--- src/rtl/core/rlms_pkg.sv ---
// Shared types, constants and color tables for the RGB lamp mode sequencer.
package rlms_pkg;

    // Limits and fixed values
    localparam logic [7:0] HOLD_MAX      = 8'd200;
    localparam logic [7:0] PWM_TOP       = 8'd254;
    localparam logic [5:0] FADE_LAST     = 6'd24;
    localparam logic [5:0] FIXED_LO_LAST = 6'd36;
    localparam logic [5:0] STEP_LAST     = 6'd48;
    localparam logic [3:0] MODE_OFF      = 4'd0;
    localparam logic [3:0] MODE_FIRST    = 4'd1;
    localparam logic [3:0] MODE_RAINBOW  = 4'd8;
    localparam logic [7:0] CLICK_MIN_RST = 8'd40;
    localparam logic [7:0] DWELL_RST     = 8'd250;

    // Request kinds
    localparam logic REQ_PWM = 1'b0;
    localparam logic REQ_MS  = 1'b1;

    // Configuration register indexes
    localparam logic CFG_CLICK_MIN = 1'b0;
    localparam logic CFG_DWELL     = 1'b1;

    // Color codes: bit 2 red, bit 1 green, bit 0 blue; KEEP leaves targets alone
    localparam logic [3:0] COLOR_WHITE = 4'd7;
    localparam logic [3:0] COLOR_KEEP  = 4'd8;

    typedef struct packed {
        logic [7:0] click_min_ms;
        logic [7:0] dwell_ms;
    } cfg_t;

    typedef struct packed {
        logic [3:0] mode;
        logic       led_enable;
        logic [7:0] hold_count;
        logic [7:0] level_red;
        logic [7:0] level_green;
        logic [7:0] level_blue;
        logic [7:0] target_red;
        logic [7:0] target_green;
        logic [7:0] target_blue;
        logic [5:0] rainbow_step;
        logic [7:0] dwell_count;
        logic [7:0] pwm_count;
    } state_t;

    typedef struct packed {
        logic       red_on;
        logic       green_on;
        logic       blue_on;
        logic [3:0] lamp_mode;
        logic       sleep_request;
    } result_t;

    // Fade target color for rainbow steps 0..24
    function automatic logic [3:0] fade_target(input logic [5:0] step);
        logic [3:0] code;
        code = COLOR_KEEP;
        case (step)
            6'd1, 6'd7, 6'd16, 6'd22:                 code = 4'd3;
            6'd2, 6'd8, 6'd17, 6'd23:                 code = 4'd1;
            6'd3, 6'd6, 6'd9, 6'd12, 6'd18, 6'd24:    code = 4'd0;
            6'd4, 6'd10, 6'd14, 6'd20:                code = 4'd6;
            6'd5, 6'd11, 6'd13, 6'd19:                code = 4'd4;
            6'd15, 6'd21:                             code = 4'd7;
            default:                                  code = COLOR_KEEP;
        endcase
        return code;
    endfunction

    // Fixed color for rainbow steps 25..48
    function automatic logic [2:0] fixed_color(input logic [5:0] step);
        logic [2:0] code;
        code = 3'd0;
        case (step) inside
            6'd25, 6'd28, 6'd31, 6'd34: code = 3'd4;
            6'd26, 6'd29, 6'd32, 6'd35: code = 3'd2;
            6'd27, 6'd30, 6'd33, 6'd36: code = 3'd1;
            6'd37, 6'd40, 6'd43, 6'd46: code = 3'd6;
            6'd38, 6'd41, 6'd44, 6'd47: code = 3'd3;
            6'd39, 6'd42, 6'd45, 6'd48: code = 3'd5;
            default:                    code = 3'd0;
        endcase
        return code;
    endfunction

    // Color for the fixed modes 0..7
    function automatic logic [2:0] mode_color(input logic [2:0] mode);
        logic [2:0] code;
        code = 3'd0;
        case (mode)
            3'd1:    code = 3'd4;
            3'd2:    code = 3'd2;
            3'd3:    code = 3'd1;
            3'd4:    code = 3'd6;
            3'd5:    code = 3'd3;
            3'd6:    code = 3'd5;
            3'd7:    code = 3'd7;
            default: code = 3'd0;
        endcase
        return code;
    endfunction

    // Step a level one count toward its target
    function automatic logic [7:0] approach(input logic [7:0] v, input logic [7:0] t);
        logic [7:0] r;
        r = v;
        if (v > t) begin
            r = v - 8'd1;
        end else if (v < t) begin
            r = v + 8'd1;
        end
        return r;
    endfunction

endpackage

--- src/rtl/core/rgb_lamp_mode_sequencer_core.sv ---
// Top level of the RGB lamp mode sequencer: state, config and result registers.
//
//  channel   direction  handshake          payload
//  s_        in         s_valid/s_ready    s_req_type, s_key_pressed
//  m_        out        m_valid/m_ready    m_red_on, m_green_on, m_blue_on,
//                                          m_lamp_mode, m_sleep_request
//  cfg_      in         cfg_wr_en          cfg_index, cfg_wr_data
//
// One request per clock while m_ready does not stall: state updates at the accepting
// edge, and the result appears on m_ the next cycle.
// s_ready is high whenever the result register is empty or being taken, so a
// stall on m_ holds one result and blocks input only while m_ready stays low.
// Reset (aresetn low, synchronous) clears the lamp state and the result valid
// flag and loads the config defaults; no clearing pass is needed.
module rgb_lamp_mode_sequencer_core (
    input  logic       aclk,
    input  logic       aresetn,
    input  logic       s_valid,
    output logic       s_ready,
    input  logic       s_req_type,
    input  logic       s_key_pressed,
    output logic       m_valid,
    input  logic       m_ready,
    output logic       m_red_on,
    output logic       m_green_on,
    output logic       m_blue_on,
    output logic [3:0] m_lamp_mode,
    output logic       m_sleep_request,
    input  logic       cfg_wr_en,
    input  logic       cfg_index,
    input  logic [7:0] cfg_wr_data
);

    rlms_pkg::state_t  state_reg;
    rlms_pkg::state_t  state_next;
    rlms_pkg::cfg_t    cfg_reg;
    rlms_pkg::result_t result_next;
    rlms_pkg::result_t result_reg;
    logic              valid_reg;
    logic              accept;

    assign s_ready = !valid_reg || m_ready;
    assign accept  = s_valid && s_ready;

    rlms_step u_step (
        .state       (state_reg),
        .cfg         (cfg_reg),
        .req_type    (s_req_type),
        .key_pressed (s_key_pressed),
        .state_next  (state_next),
        .result      (result_next)
    );

    // Hold config; write on enable
    always_ff @(posedge aclk) begin
        if (!aresetn) begin
            cfg_reg.click_min_ms <= rlms_pkg::CLICK_MIN_RST;
            cfg_reg.dwell_ms     <= rlms_pkg::DWELL_RST;
        end else if (cfg_wr_en) begin
            case (cfg_index)
                rlms_pkg::CFG_CLICK_MIN: cfg_reg.click_min_ms <= cfg_wr_data;
                rlms_pkg::CFG_DWELL:     cfg_reg.dwell_ms     <= cfg_wr_data;
                default:                 cfg_reg              <= cfg_reg;
            endcase
        end
    end

    // Advance lamp state on each accepted request
    always_ff @(posedge aclk) begin
        if (!aresetn) begin
            state_reg <= '0;
        end else if (accept) begin
            state_reg <= state_next;
        end
    end

    // Result valid: set on accept, drop when taken
    always_ff @(posedge aclk) begin
        if (!aresetn) begin
            valid_reg <= 1'b0;
        end else if (s_ready) begin
            valid_reg <= accept;
        end
    end

    // Result payload
    always_ff @(posedge aclk) begin
        if (accept) begin
            result_reg <= result_next;
        end
    end

    assign m_valid         = valid_reg;
    assign m_red_on        = result_reg.red_on;
    assign m_green_on      = result_reg.green_on;
    assign m_blue_on       = result_reg.blue_on;
    assign m_lamp_mode     = result_reg.lamp_mode;
    assign m_sleep_request = result_reg.sleep_request;

endmodule

--- src/rtl/core/rlms_step.sv ---
// Next-state and result logic for one pwm or millisecond request.
module rlms_step (
    input  rlms_pkg::state_t  state,
    input  rlms_pkg::cfg_t    cfg,
    input  logic              req_type,
    input  logic              key_pressed,
    output rlms_pkg::state_t  state_next,
    output rlms_pkg::result_t result
);

    rlms_pkg::state_t nx;
    logic             click;
    logic [4:0]       mode_inc;
    logic [5:0]       step_inc;
    logic [7:0]       dwell_inc;
    logic [3:0]       fade_code;
    logic [2:0]       color;
    logic             led_r;
    logic             led_g;
    logic             led_b;

    always_comb begin
        nx        = state;
        click     = 1'b0;
        mode_inc  = 5'd0;
        step_inc  = 6'd0;
        dwell_inc = 8'd0;
        fade_code = rlms_pkg::COLOR_KEEP;
        color     = 3'd0;
        led_r     = 1'b0;
        led_g     = 1'b0;
        led_b     = 1'b0;

        if (req_type == rlms_pkg::REQ_PWM) begin
            // When enabled, compare levels against the slot counter and advance it
            if (state.led_enable) begin
                led_r = state.level_red   > state.pwm_count;
                led_g = state.level_green > state.pwm_count;
                led_b = state.level_blue  > state.pwm_count;
                nx.pwm_count = (state.pwm_count >= rlms_pkg::PWM_TOP) ?
                               8'd0 : state.pwm_count + 8'd1;
            end
        end else begin
            // Debounce: saturate hold count, click on release
            if (key_pressed) begin
                if (state.hold_count < rlms_pkg::HOLD_MAX) begin
                    nx.hold_count = state.hold_count + 8'd1;
                end
            end else begin
                click         = state.hold_count >= cfg.click_min_ms;
                nx.hold_count = 8'd0;
            end

            // Advance mode on a click, enter rainbow at its first step
            if (click) begin
                mode_inc = {1'b0, state.mode} + 5'd1;
                nx.mode  = (mode_inc > {1'b0, rlms_pkg::MODE_RAINBOW}) ?
                           rlms_pkg::MODE_OFF : mode_inc[3:0];
                if (nx.mode == rlms_pkg::MODE_RAINBOW) begin
                    nx.rainbow_step = 6'd1;
                    nx.level_red    = 8'hFF;
                    nx.level_green  = 8'hFF;
                    nx.level_blue   = 8'hFF;
                end
            end

            if (nx.mode == rlms_pkg::MODE_OFF) begin
                nx.led_enable = 1'b0;
            end else if (nx.mode < rlms_pkg::MODE_RAINBOW) begin
                // Fixed color modes
                if (nx.mode == rlms_pkg::MODE_FIRST) begin
                    nx.led_enable = 1'b1;
                end
                color          = rlms_pkg::mode_color(nx.mode[2:0]);
                nx.level_red   = {8{color[2]}};
                nx.level_green = {8{color[1]}};
                nx.level_blue  = {8{color[0]}};
            end else if (nx.rainbow_step <= rlms_pkg::FADE_LAST) begin
                // Fade phase: load target, move levels one count toward it
                fade_code = rlms_pkg::fade_target(nx.rainbow_step);
                if (fade_code != rlms_pkg::COLOR_KEEP) begin
                    nx.target_red   = {8{fade_code[2]}};
                    nx.target_green = {8{fade_code[1]}};
                    nx.target_blue  = {8{fade_code[0]}};
                end
                nx.level_red   = rlms_pkg::approach(nx.level_red,   nx.target_red);
                nx.level_green = rlms_pkg::approach(nx.level_green, nx.target_green);
                nx.level_blue  = rlms_pkg::approach(nx.level_blue,  nx.target_blue);
                if (nx.level_red == nx.target_red && nx.level_green == nx.target_green &&
                    nx.level_blue == nx.target_blue) begin
                    step_inc        = nx.rainbow_step + 6'd1;
                    nx.rainbow_step = step_inc;
                    if (step_inc == 6'd1 || step_inc == 6'd4 || step_inc == 6'd7 ||
                        step_inc == 6'd10) begin
                        nx.level_red   = 8'hFF;
                        nx.level_green = 8'hFF;
                        nx.level_blue  = 8'hFF;
                    end
                end
            end else begin
                // Fixed phase: show the step color, dwell, then advance
                if (nx.rainbow_step <= rlms_pkg::STEP_LAST) begin
                    color          = rlms_pkg::fixed_color(nx.rainbow_step);
                    nx.level_red   = {8{color[2]}};
                    nx.level_green = {8{color[1]}};
                    nx.level_blue  = {8{color[0]}};
                end
                dwell_inc      = state.dwell_count + 8'd1;
                nx.dwell_count = dwell_inc;
                if (dwell_inc > cfg.dwell_ms) begin
                    nx.dwell_count  = 8'd0;
                    step_inc        = nx.rainbow_step + 6'd1;
                    nx.rainbow_step = (step_inc > rlms_pkg::STEP_LAST) ? 6'd1 : step_inc;
                end
            end
        end
    end

    assign state_next           = nx;
    assign result.red_on        = led_r;
    assign result.green_on      = led_g;
    assign result.blue_on       = led_b;
    assign result.lamp_mode     = nx.mode;
    assign result.sleep_request = (nx.mode == rlms_pkg::MODE_OFF) && (nx.hold_count == 8'd0);

endmodule
--- config.mk ---
export PLATFORM = sky130hd
export DESIGN_NAME = rgb_lamp_mode_sequencer_core
export DESIGN_NICKNAME = d
export VERILOG_FILES = /design/src/rtl/core/rlms_pkg.sv /design/src/rtl/core/rgb_lamp_mode_sequencer_core.sv /design/src/rtl/core/rlms_step.sv
export SDC_FILE = /design/constraint.sdc
export NUM_CORES = 1
export LEC_CHECK = 0
export ABC_AREA = 0
export BUFFER_PORTS_ARGS = -buffer_cell sky130_fd_sc_hd__buf_2
export CORE_MARGIN = 2
export CORE_UTILIZATION = 48
export DETAILED_ROUTE_END_ITERATION = 6
export PLACE_DENSITY = 0.7
export SLEW_MARGIN = 20
export SYNTH_ARGS = -nofsm -noshare
export SYNTH_HDL_FRONTEND = slang
export SYNTH_SLANG_ARGS = --single-unit
--- constraint.sdc ---
create_clock -name aclk -period 11.81 [get_ports aclk]
set_input_delay 0.5905 -clock aclk [delete_from_list [all_inputs] [get_ports aclk]]
set_output_delay 0.5905 -clock aclk [all_outputs]
set_load 0.02 [all_outputs]
==> out/metrics.yaml, run 1 <==
outcome:
  status: "finished clean"
pwr:
  power_density_nw_per_um2: 99.70
  peakVddDrop_v: 0.00007030
  p_leak_nw: 4.067
  power_w: 0.001032
finish:
  fin_util_pct: 51.31
  area_delta_synth_final_pct: 5.511
  num_antenna_cells: 0
  drive_gt1_share_pct: 7.317
  fin_area_um2: 10350
  final_nets: 1402
  largest_reg_flops: 83
  nFillCells: 2001
floorplanning:
  fp.dieH_um: 146.9
  rows: 52
  io_pins: 26
  die_x_um: 146.9
  initial_utilization_pct: 48.63
  core_area_um2: 20170
  die_area_um2: 21590
setup_path:
  cpMostUsedCell: "ha_1"
  crit_fanout: 24
  r2r_end: "state_reg[59]"
  r2r_start: "state_reg[79]"
  r2r_slack_ns: 3.82
  end_kind: "register"
  rr_worst_depth: 25
  cpMaxStageDelayCell: "mux2i_2"
  crit_start: "state_reg[79]"
  cp-start-kind: "register"
  critPathKind: "reg -> reg"
  endpoint: "state_reg[59]"
  slowest_delay_ns: 0.63
  cp.arrival_ns: 8.25
  required_ns: 12.07
synthesis:
  synth_top_cell_by_area: "dfxtp_1"
  syn_area_per_cell_um2: 7.347
  ys_seq_elements: 108
  syn-num-nets: 1430
  yosysUniqueCellTypes: 90
  postSynth.asyncResetShare_pct: 0
  syn_area_um2: 9808
  synth_ff_type: "dfxtp_1"
  yosys-top-cells-count: "a21oi_1 (141), nand2_1 (129), nor2_1 (121)"
  syn_inst: 1335
  synth_area_leaders: "dfxtp_1 (20%), ha_1 (10%), a21oi_1 (7.2%)"
  synth_edf_count: 8
  synth_top_area_share_pct: 20.41
  synth_most_common_cell: "a21oi_1"
  yosys_warnings: 0
  ys_seq_area_share_pct: 22.86
global_route:
  grt_pass1_wl_mm: 47.41
  grt_max_degree: 58
  grt_pass1_vias: 9113
  antenna_found_initial: 0
  track_usage_pct: 26.71
  grt_overflow: 0
detailed_routing:
  drt-initial-drc-count: 1005
  via_per_inst: 6.350
  first_pass_iters: 6
  antenna_left: 0
  num_vias: 10045
  drc_errors: 0
  wire_per_inst_um: 18.31
  drt_wl_total_mm: 28.96
clock_network:
  htreeDepth: 3
  clock-sinks: 108
  post_cts_resized: 0
  cts_tree: "built"
  cts_buffers: 9
  clock_path_buffers: 2
  hold_buffers: 0
  clk_pin_slew_ns: 0.08
  clkLatencyLatePin_ns: 0.37
  cts_root_buf: "clkbuf_16"
  postCtsSetupBuffers: 0
placement:
  portBuffers: 25
  place_congestion: 0.9268
  dpl-instance-area_um2: 10040
  dpl.hpwl_mm: 20.86
sta:
  hold_ws_ns: 0.4585
  rsz0062_at_grt: "false"
  fin_crit_sh_pct: 67.66
  min_period_ns: 7.991
  setup_viol: 0
  fin_setup_tns_ns: 0
  finClkSkew_ns: 0.01247
  fmax_ghz: 0.1251
  maxSlewHeadroom_pct: 32.48
  slew_violations: 0
  worst_slew_pin_slew_ns: 1.010
  hold_viol: 0
hold_path:
  hold_class: "reg -> reg"
flow_run:
  drv_cap: 0
[layout by cell type (no fill, tap or decap), types with 16 or more instances in the layout]
| master | netlist | layout |
|---|---|---|
| a21oi_1 | 141 | 141 |
| nand2_1 | 129 | 129 |
| nor2_1 | 121 | 120 |
| dfxtp_1 | 100 | 100 |
| o21ai_0 | 83 | 82 |
| ha_1 | 79 | 79 |
| inv_1 | 69 | 68 |
| nand3_1 | 34 | 34 |
| a31oi_1 | 30 | 30 |
| a211oi_1 | 30 | 30 |
| a21o_1 | 29 | 29 |
| nand4_1 | 27 | 27 |
| nor3_1 | 26 | 26 |
| o211ai_1 | 25 | 25 |
| buf_2 | 9 | 25 |
| o21bai_1 | 24 | 24 |
| nor2b_1 | 19 | 19 |
| nand2b_1 | 18 | 18 |
| xnor2_1 | 18 | 18 |
| and3_1 | 16 | 16 |
[critical path, delay by kind of cell, from the launching register on]
| kind | cells | cell delay [ns] |
|---|---|---|
| AOI/OAI and AO/OA | 9 | 2.61 |
| and+or+nand+nor | 9 | 2.48 |
| adders and majority gates | 3 | 1.12 |
| muxes | 2 | 0.75 |
| DFF | 1 | 0.48 |
| xor gates and xnor gates | 1 | 0.28 |
| buffers and inverters | 1 | 0.15 |
[cells by family (layout without fill, tap and decap cells)]
| group | Yosys count | in the layout | share of synthesized area (%) |
|---|---|---|---|
| mux | 19 | 19 | 1.977 |
| compound gates | 488 | 488 | 32.82 |
| buf+inv | 150 | 127 | 6.238 |
| flops | 108 | 108 | 22.86 |
| fa+ha+maj | 79 | 79 | 10.08 |
| xor+xnor | 28 | 28 | 2.577 |
| simple gates | 463 | 463 | 23.45 |
[metal layers]
layer | wire length [µm] | GRT usage (%) | vias up
met1 | 12990 | 37.22 | 4667
met2 | 12930 | 42.25 | 413
met4 | 908 | 9.038 | 0
met3 | 2126 | 4.224 | 64
li1 | - | - | 4901
met5 | 0 | 0 | -
[layout make-up]
cell class	instances	area [µm²]	share of cell area, %
tap	270	337.8	3.264
timing repair buffer	40	250.2	2.418
multi-input combinational	1077	6965	67.31
inverter	71	267.8	2.587
clock inverter	7	60.06	0.5803
clock buffer	9	225.2	2.176
sequential	108	2242	21.67
[how the worst min path moves through the flow]
stage	end	cells after the start	slack, ns	startpoint
after global routing	cfg_reg[5]	3	0.46	cfg_wr_data[5]
after CTS	m_valid	3	0.45	s_valid
after detailed placement	cfg_reg[15]	2	0.45	cfg_reg[15]
after global placement	cfg_reg[15]	2	0.45	cfg_reg[15]
final	cfg_reg[15]	2	0.46	cfg_reg[15]
after floorplan	cfg_reg[10]	2	0.44	cfg_reg[10]
[metrics by stage]
step / instances / setup WS [ns]
final: 1582 / 3.819
after global routing: 1582 / 3.171
after CTS: 1581 / 3.565
after detailed placement: 1565 / 3.622
after global placement: 1565 / 3.931
after floorplan: 1335 / 4.675
[where the power goes]
part	internal, W	leakage (nW)	switching, W
Clock	0.000147	0.142	0.000158
Sequential	0.000380	0.891	0.0000181
Combinational	0.000126	3.03	0.000203
(Power assumes the default switching activity.)
==> inputs of run 2 (changes only) <==
Clock period 11.81 ns to 7.8 ns, I/O delays scaled along.
==> run 2 against run 1 <==
Net effect:
- die area unchanged
- non-clock buffer count decreased by 1
- cell count unchanged
- first-iteration DRC count decreased by 5.5%
- cell area increased by 0.63%
- clock skew decreased by 0.0014 ns
- worst setup slack got worse by 3.3 ns
- flip-flop and latch count unchanged
- power increased by 56%
- largest cell class unchanged
- highest routed layer unchanged
==> out/metrics.yaml, run 2 (synthesized netlist as in run 1, its figures left out) <==
outcome:
  status: "finished clean"
clock_network:
  clkLatencyLatePin_ns: 0.37
  htreeDepth: 3
  hold_buffers: 0
  cts_tree: "built"
  clock_path_buffers: 2
  cts_buffers: 9
  clock-sinks: 108
  clk_pin_slew_ns: 0.08
  cts_root_buf: "clkbuf_16"
setup_path:
  cp-start-kind: "register"
  crit_fanout: 27
  critPathKind: "reg -> reg"
  required_ns: 8.06
  cpMostUsedCell: "ha_1"
  end_kind: "register"
  cpMaxStageDelayCell: "or4_1"
  cp.arrival_ns: 7.55
  slowest_delay_ns: 0.48
pwr:
  peakVddDrop_v: 0.0001187
  power_density_nw_per_um2: 154.5
  seq_power_share_pct: 37.5
  p_sw_w: 0.0005768
  combPwrFrac_pct: 31.2
  clkPwrFrac_pct: 31.3
  p_leak_nw: 4.084
  power_switching_share_pct: 35.86
  p_int_w: 0.001032
global_route:
  grt_pass1_wl_mm: 47.43
  grt_overflow: 0
  grt_max_degree: 58
  antenna_found_initial: 0
  track_usage_pct: 26.85
  grt_pass1_vias: 9115
floorplanning:
  core_area_um2: 20170
  die_area_um2: 21590
  rows: 52
  io_pins: 26
  initial_utilization_pct: 48.63
  die_x_um: 146.9
  fp.dieH_um: 146.9
sta:
  setup_viol: 0
  worst_slew_pin_slew_ns: 1.051
  finClkSkew_ns: 0.01107
  fmax_ghz: 0.1373
  slew_violations: 0
  hold_viol: 0
  rsz0062_at_grt: "false"
  maxSlewHeadroom_pct: 29.77
  min_period_ns: 7.283
  fin_crit_sh_pct: 93.37
  hold_ws_ns: 0.2605
  fin_setup_tns_ns: 0
  layout_setup_ws_ns: 0.5170
hold_path:
  hold_class: "in -> reg"
detailed_routing:
  via_per_inst: 6.427
  antenna_left: 0
  drc_errors: 0
  num_vias: 10167
  drt-initial-drc-count: 950
  drt_wl_total_mm: 29.27
  first_pass_iters: 6
  wire_per_inst_um: 18.50
placement:
  portBuffers: 25
  dpl.hpwl_mm: 20.70
  pre_cts_ws_ns: 0.3525
  dpl-instance-area_um2: 10030
  place_congestion: 0.9283
finish:
  drive_gt1_share_pct: 7.774
  num_antenna_cells: 0
  largest_reg_flops: 83
  fin_util_pct: 51.63
  most-common-layout-cells: "a21oi_1 (140), nand2_1 (129), nor2_1 (120), dfxtp_1 (99), o21ai_0 (82)"
  mostFrequentLayoutCell: "a21oi_1"
  final_nets: 1402
  fin_area_um2: 10410
  area_delta_synth_final_pct: 6.174
flow_run:
  drv_cap: 0
## run 2: cell types whose count changed in the layout (fill, tap and decap cells not counted), sizes merged
cell,before,now
clkbuf,9,11
clkinv,6,4
buf,40,39
nand3,35,36
## run 2: critical path, delay by kind of cell (launching register included)
| kind | cells | cell delay, ns |
|---|---|---|
| AO/OA/AOI/OAI | 11 | 2.47 |
| adder cells (fa/ha/maj) | 3 | 0.95 |
| buffers and inverters | 2 | 0.37 |
| flip-flops | 1 | 0.44 |
| AND/OR/NAND/NOR | 11 | 2.92 |
## run 2: area by class of cell
type | count | area, µm²
clock buffers | 11 | 275.3
clock inverters | 5 | 46.29
fillers | 2011 | 9756
inverters | 71 | 267.8
multi-input cells | 1078 | 7009
flip-flops and latches | 108 | 2243
well taps | 270 | 337.8
repair buffers | 39 | 234.0
## run 2: power by group through the flow
stage          Sequential [W]  Combinational [W]  Clock [W]
2_1_floorplan        0.000603           0.000370          0
3_3_place_gp         0.000614           0.000477          0
3_5_place_dp         0.000614           0.000482          0
4_1_cts              0.000601           0.000485   0.000514
5_1_grt              0.000604           0.000553   0.000534
6_report             0.000602           0.000502   0.000504
## run 2: repair_timing
| action | in CTS | in global routing |
|---|---|---|
| endpoints found under the setup margin | 0 | 29 |
| buffers inserted | 0 | 1 |
| gates resized for setup | 0 | 11 |
## run 2: per-layer routing
metal	vias to the layer above	global-route usage [%]	wire length (µm)
li1	4912	-	-
met1	4737	36.88	12660
met2	445	42.39	13230
met3	73	4.907	2393
met4	0	9.615	987
met5	-	0	0
## run 2: worst paths after layout
path,startpoint,endpoint,slack [ns],cells after the start
hold reg to reg,cfg_reg[9],cfg_reg[9],0.46,2
hold / removal,cfg_wr_data[7],cfg_reg[15],0.26,3
setup reg to reg,state_reg[80],state_reg[58],0.52,27
setup / recovery,state_reg[80],state_reg[58],0.52,27
## run 2: metrics by stage
stage,total power [W],instances
6_report,0.001608,1582
5_1_grt,0.001692,1582
3_3_place_gp,0.001091,1564
2_1_floorplan,0.0009734,1335
3_5_place_dp,0.001096,1564
4_1_cts,0.001599,1580
==> inputs of run 3 (changes only) <==
Settings changed: ABC_AREA 0 to 1.
==> run 3 against run 2 <==
Net effect:
- cell area fell by 0.60%
- register-to-register slack improved by 0.25 ns
- hold slack improved by 0.0089 ns
- largest cell class unchanged
- highest routed layer unchanged
==> out/metrics.yaml, run 3 <==
setup_path:
  cp.arrival_ns: 7.33
  crit_fanout: 37
  cpMostUsedCell: "nand2_1"
  cp_num_buf_inv: 7
  end_kind: "register"
  cp-start-kind: "register"
  slowest_delay_ns: 0.45
  critPathKind: "reg -> reg"
  crit_family: "simple AND/OR/NAND/NOR gates"
  cpMaxStageDelayCell: "dfxtp_1"
  required_ns: 8.09
sta:
  setup_viol: 0
  fmax_ghz: 0.1422
  hold_ws_ns: 0.2693
  maxSlewHeadroom_pct: 31.69
  fin_setup_tns_ns: 0
  hold_viol: 0
  slew_violations: 0
  fin_crit_sh_pct: 90.17
  finClkSkew_ns: 0.009569
  min_period_ns: 7.033
  rsz0062_at_grt: "false"
  worst_slew_pin_slew_ns: 1.025
detailed_routing:
  first_pass_iters: 6
  drc_errors: 0
  wire_per_inst_um: 14.85
  num_vias: 10146
  drt-initial-drc-count: 1140
  via_per_inst: 5.478
  antenna_left: 0
  drt_wl_total_mm: 27.51
synthesis:
  syn_area_per_cell_um2: 6.179
  synth_ff_type: "dfxtp_1"
  yosys-top-cells-count: "nand2_1 (433), inv_1 (238), a21oi_1 (121), nor2_1 (121), o21ai_0 (101)"
  synth_area_leaders: "dfxtp_1 (21%), nand2_1 (17%), ha_1 (10%)"
  synth_top_area_share_pct: 20.54
  yosysUniqueCellTypes: 55
  postSynth.asyncResetShare_pct: 0
  syn_inst: 1577
  synth_edf_count: 8
  syn-num-nets: 1672
  synth_top_cell_by_area: "dfxtp_1"
  ys_seq_area_share_pct: 23.01
  yosys_warnings: 0
  ys_seq_elements: 108
  synth_most_common_cell: "nand2_1"
  syn_area_um2: 9744
floorplanning:
  fp.dieH_um: 146.5
  die_x_um: 146.5
  initial_utilization_pct: 48.47
  core_area_um2: 20100
  die_area_um2: 21460
  rows: 52
  io_pins: 26
clock_network:
  cts_tree: "built"
  clock_path_buffers: 2
  post_cts_resized: 0
  clock-sinks: 108
  clkLatencyLatePin_ns: 0.36
  postCtsSetupBuffers: 0
  cts_buffers: 9
  hold_buffers: 0
  clk_pin_slew_ns: 0.08
  htreeDepth: 3
  cts_root_buf: "clkbuf_16"
pwr:
  power_density_nw_per_um2: 184.4
  p_leak_nw: 5.335
  peakVddDrop_v: 0.0001128
finish:
  most-common-layout-cells: "nand2_1 (433), inv_1 (238), a21oi_1 (121), nor2_1 (121)"
  nFillCells: 2032
  final_nets: 1672
  area_delta_synth_final_pct: 6.228
  mostFrequentLayoutCell: "nand2_1"
  fin_area_um2: 10350
  drive_gt1_share_pct: 7.269
  largest_reg_flops: 83
  num_antenna_cells: 0
flow_run:
  drv_cap: 0
global_route:
  track_usage_pct: 25.93
  grt_pass1_vias: 9123
  grt_pass1_wl_mm: 46.00
  grt_max_degree: 48
  antenna_found_initial: 0
  grt_overflow: 0
hold_path:
  hold_class: "in -> reg"
outcome:
  status: "finished clean"
placement:
  place_congestion: 0.9663
  portBuffers: 25
  dpl.hpwl_mm: 20.50
  dpl-instance-area_um2: 10060
[run 3: final timing paths]
kind / to / slack, ns / cells after the start / start
setup / recovery: state_reg[64] / 0.77 / 44 / state_reg[79]
hold reg to reg: cfg_reg[12] / 0.46 / 2 / cfg_reg[12]
hold / removal: cfg_reg[7] / 0.27 / 3 / cfg_wr_data[7]
setup reg to reg: state_reg[64] / 0.77 / 44 / state_reg[79]
[run 3: layout make-up]
type,count,area (µm²),share of cell area [%]
clock buffers,9,225.2,2.176
clock inverters,7,68.82,0.6648
inverters,251,942.2,9.102
multi-input cells,1165,6282,60.69
flip-flops and latches,108,2242,21.66
well taps,270,337.8,3.264
repair buffers,42,252.7,2.442
[run 3: where the power goes]
part           switching, W  total, W  internal, W
Sequential        0.0000217  0.000606     0.000584
Combinational      0.000555  0.000833     0.000278
Clock              0.000243  0.000470     0.000226
Total              0.000820   0.00191      0.00109
[run 3: worst reg2reg max path: cells and delay by family, from the launching register on]
family          cells  cell delay (ns)
compound gates      2             0.21
buf+inv             7             0.98
simple gates       31             4.20
xor+xnor            1             0.28
flops               1             0.45
fa+ha+maj           3             0.84
[run 3: cells by family (layout without fill, tap and decap cells)]
logic type                 Yosys count  after routing  share of synthesized area [%]
xor gates and xnor gates            23             23                          2.067
buffers and inverters              304            309                          12.56
DFF                                108            108                          23.01
and+or+nand+nor                    747            747                          33.44
adders and majority gates           79             79                          10.14
AOI/OAI and AO/OA                  316            316                          18.79
[run 3: layer usage]
metal  up-vias  global-route usage, %  wire (µm)
li1       5188                      -          -
met1      4522                  39.49      13710
met2       392                  37.50      11050
met3        44                  4.531       2188
met4         0                  6.650        561
met5         -                      0          0
[run 3: stage by stage]
step | util [%] | std cells | power [W] | setup slack (ns)
global route | 51.49 | 1852 | 0.002047 | 0.1118
detailed placement | 50.02 | 1836 | 0.001423 | 0.9670
finish | 51.49 | 1852 | 0.001909 | 0.7671
CTS | 51.49 | 1852 | 0.001896 | 0.9351
floorplan | - | 1577 | 0.001225 | 2.549
global placement | 50.02 | 1836 | 0.001417 | 1.012
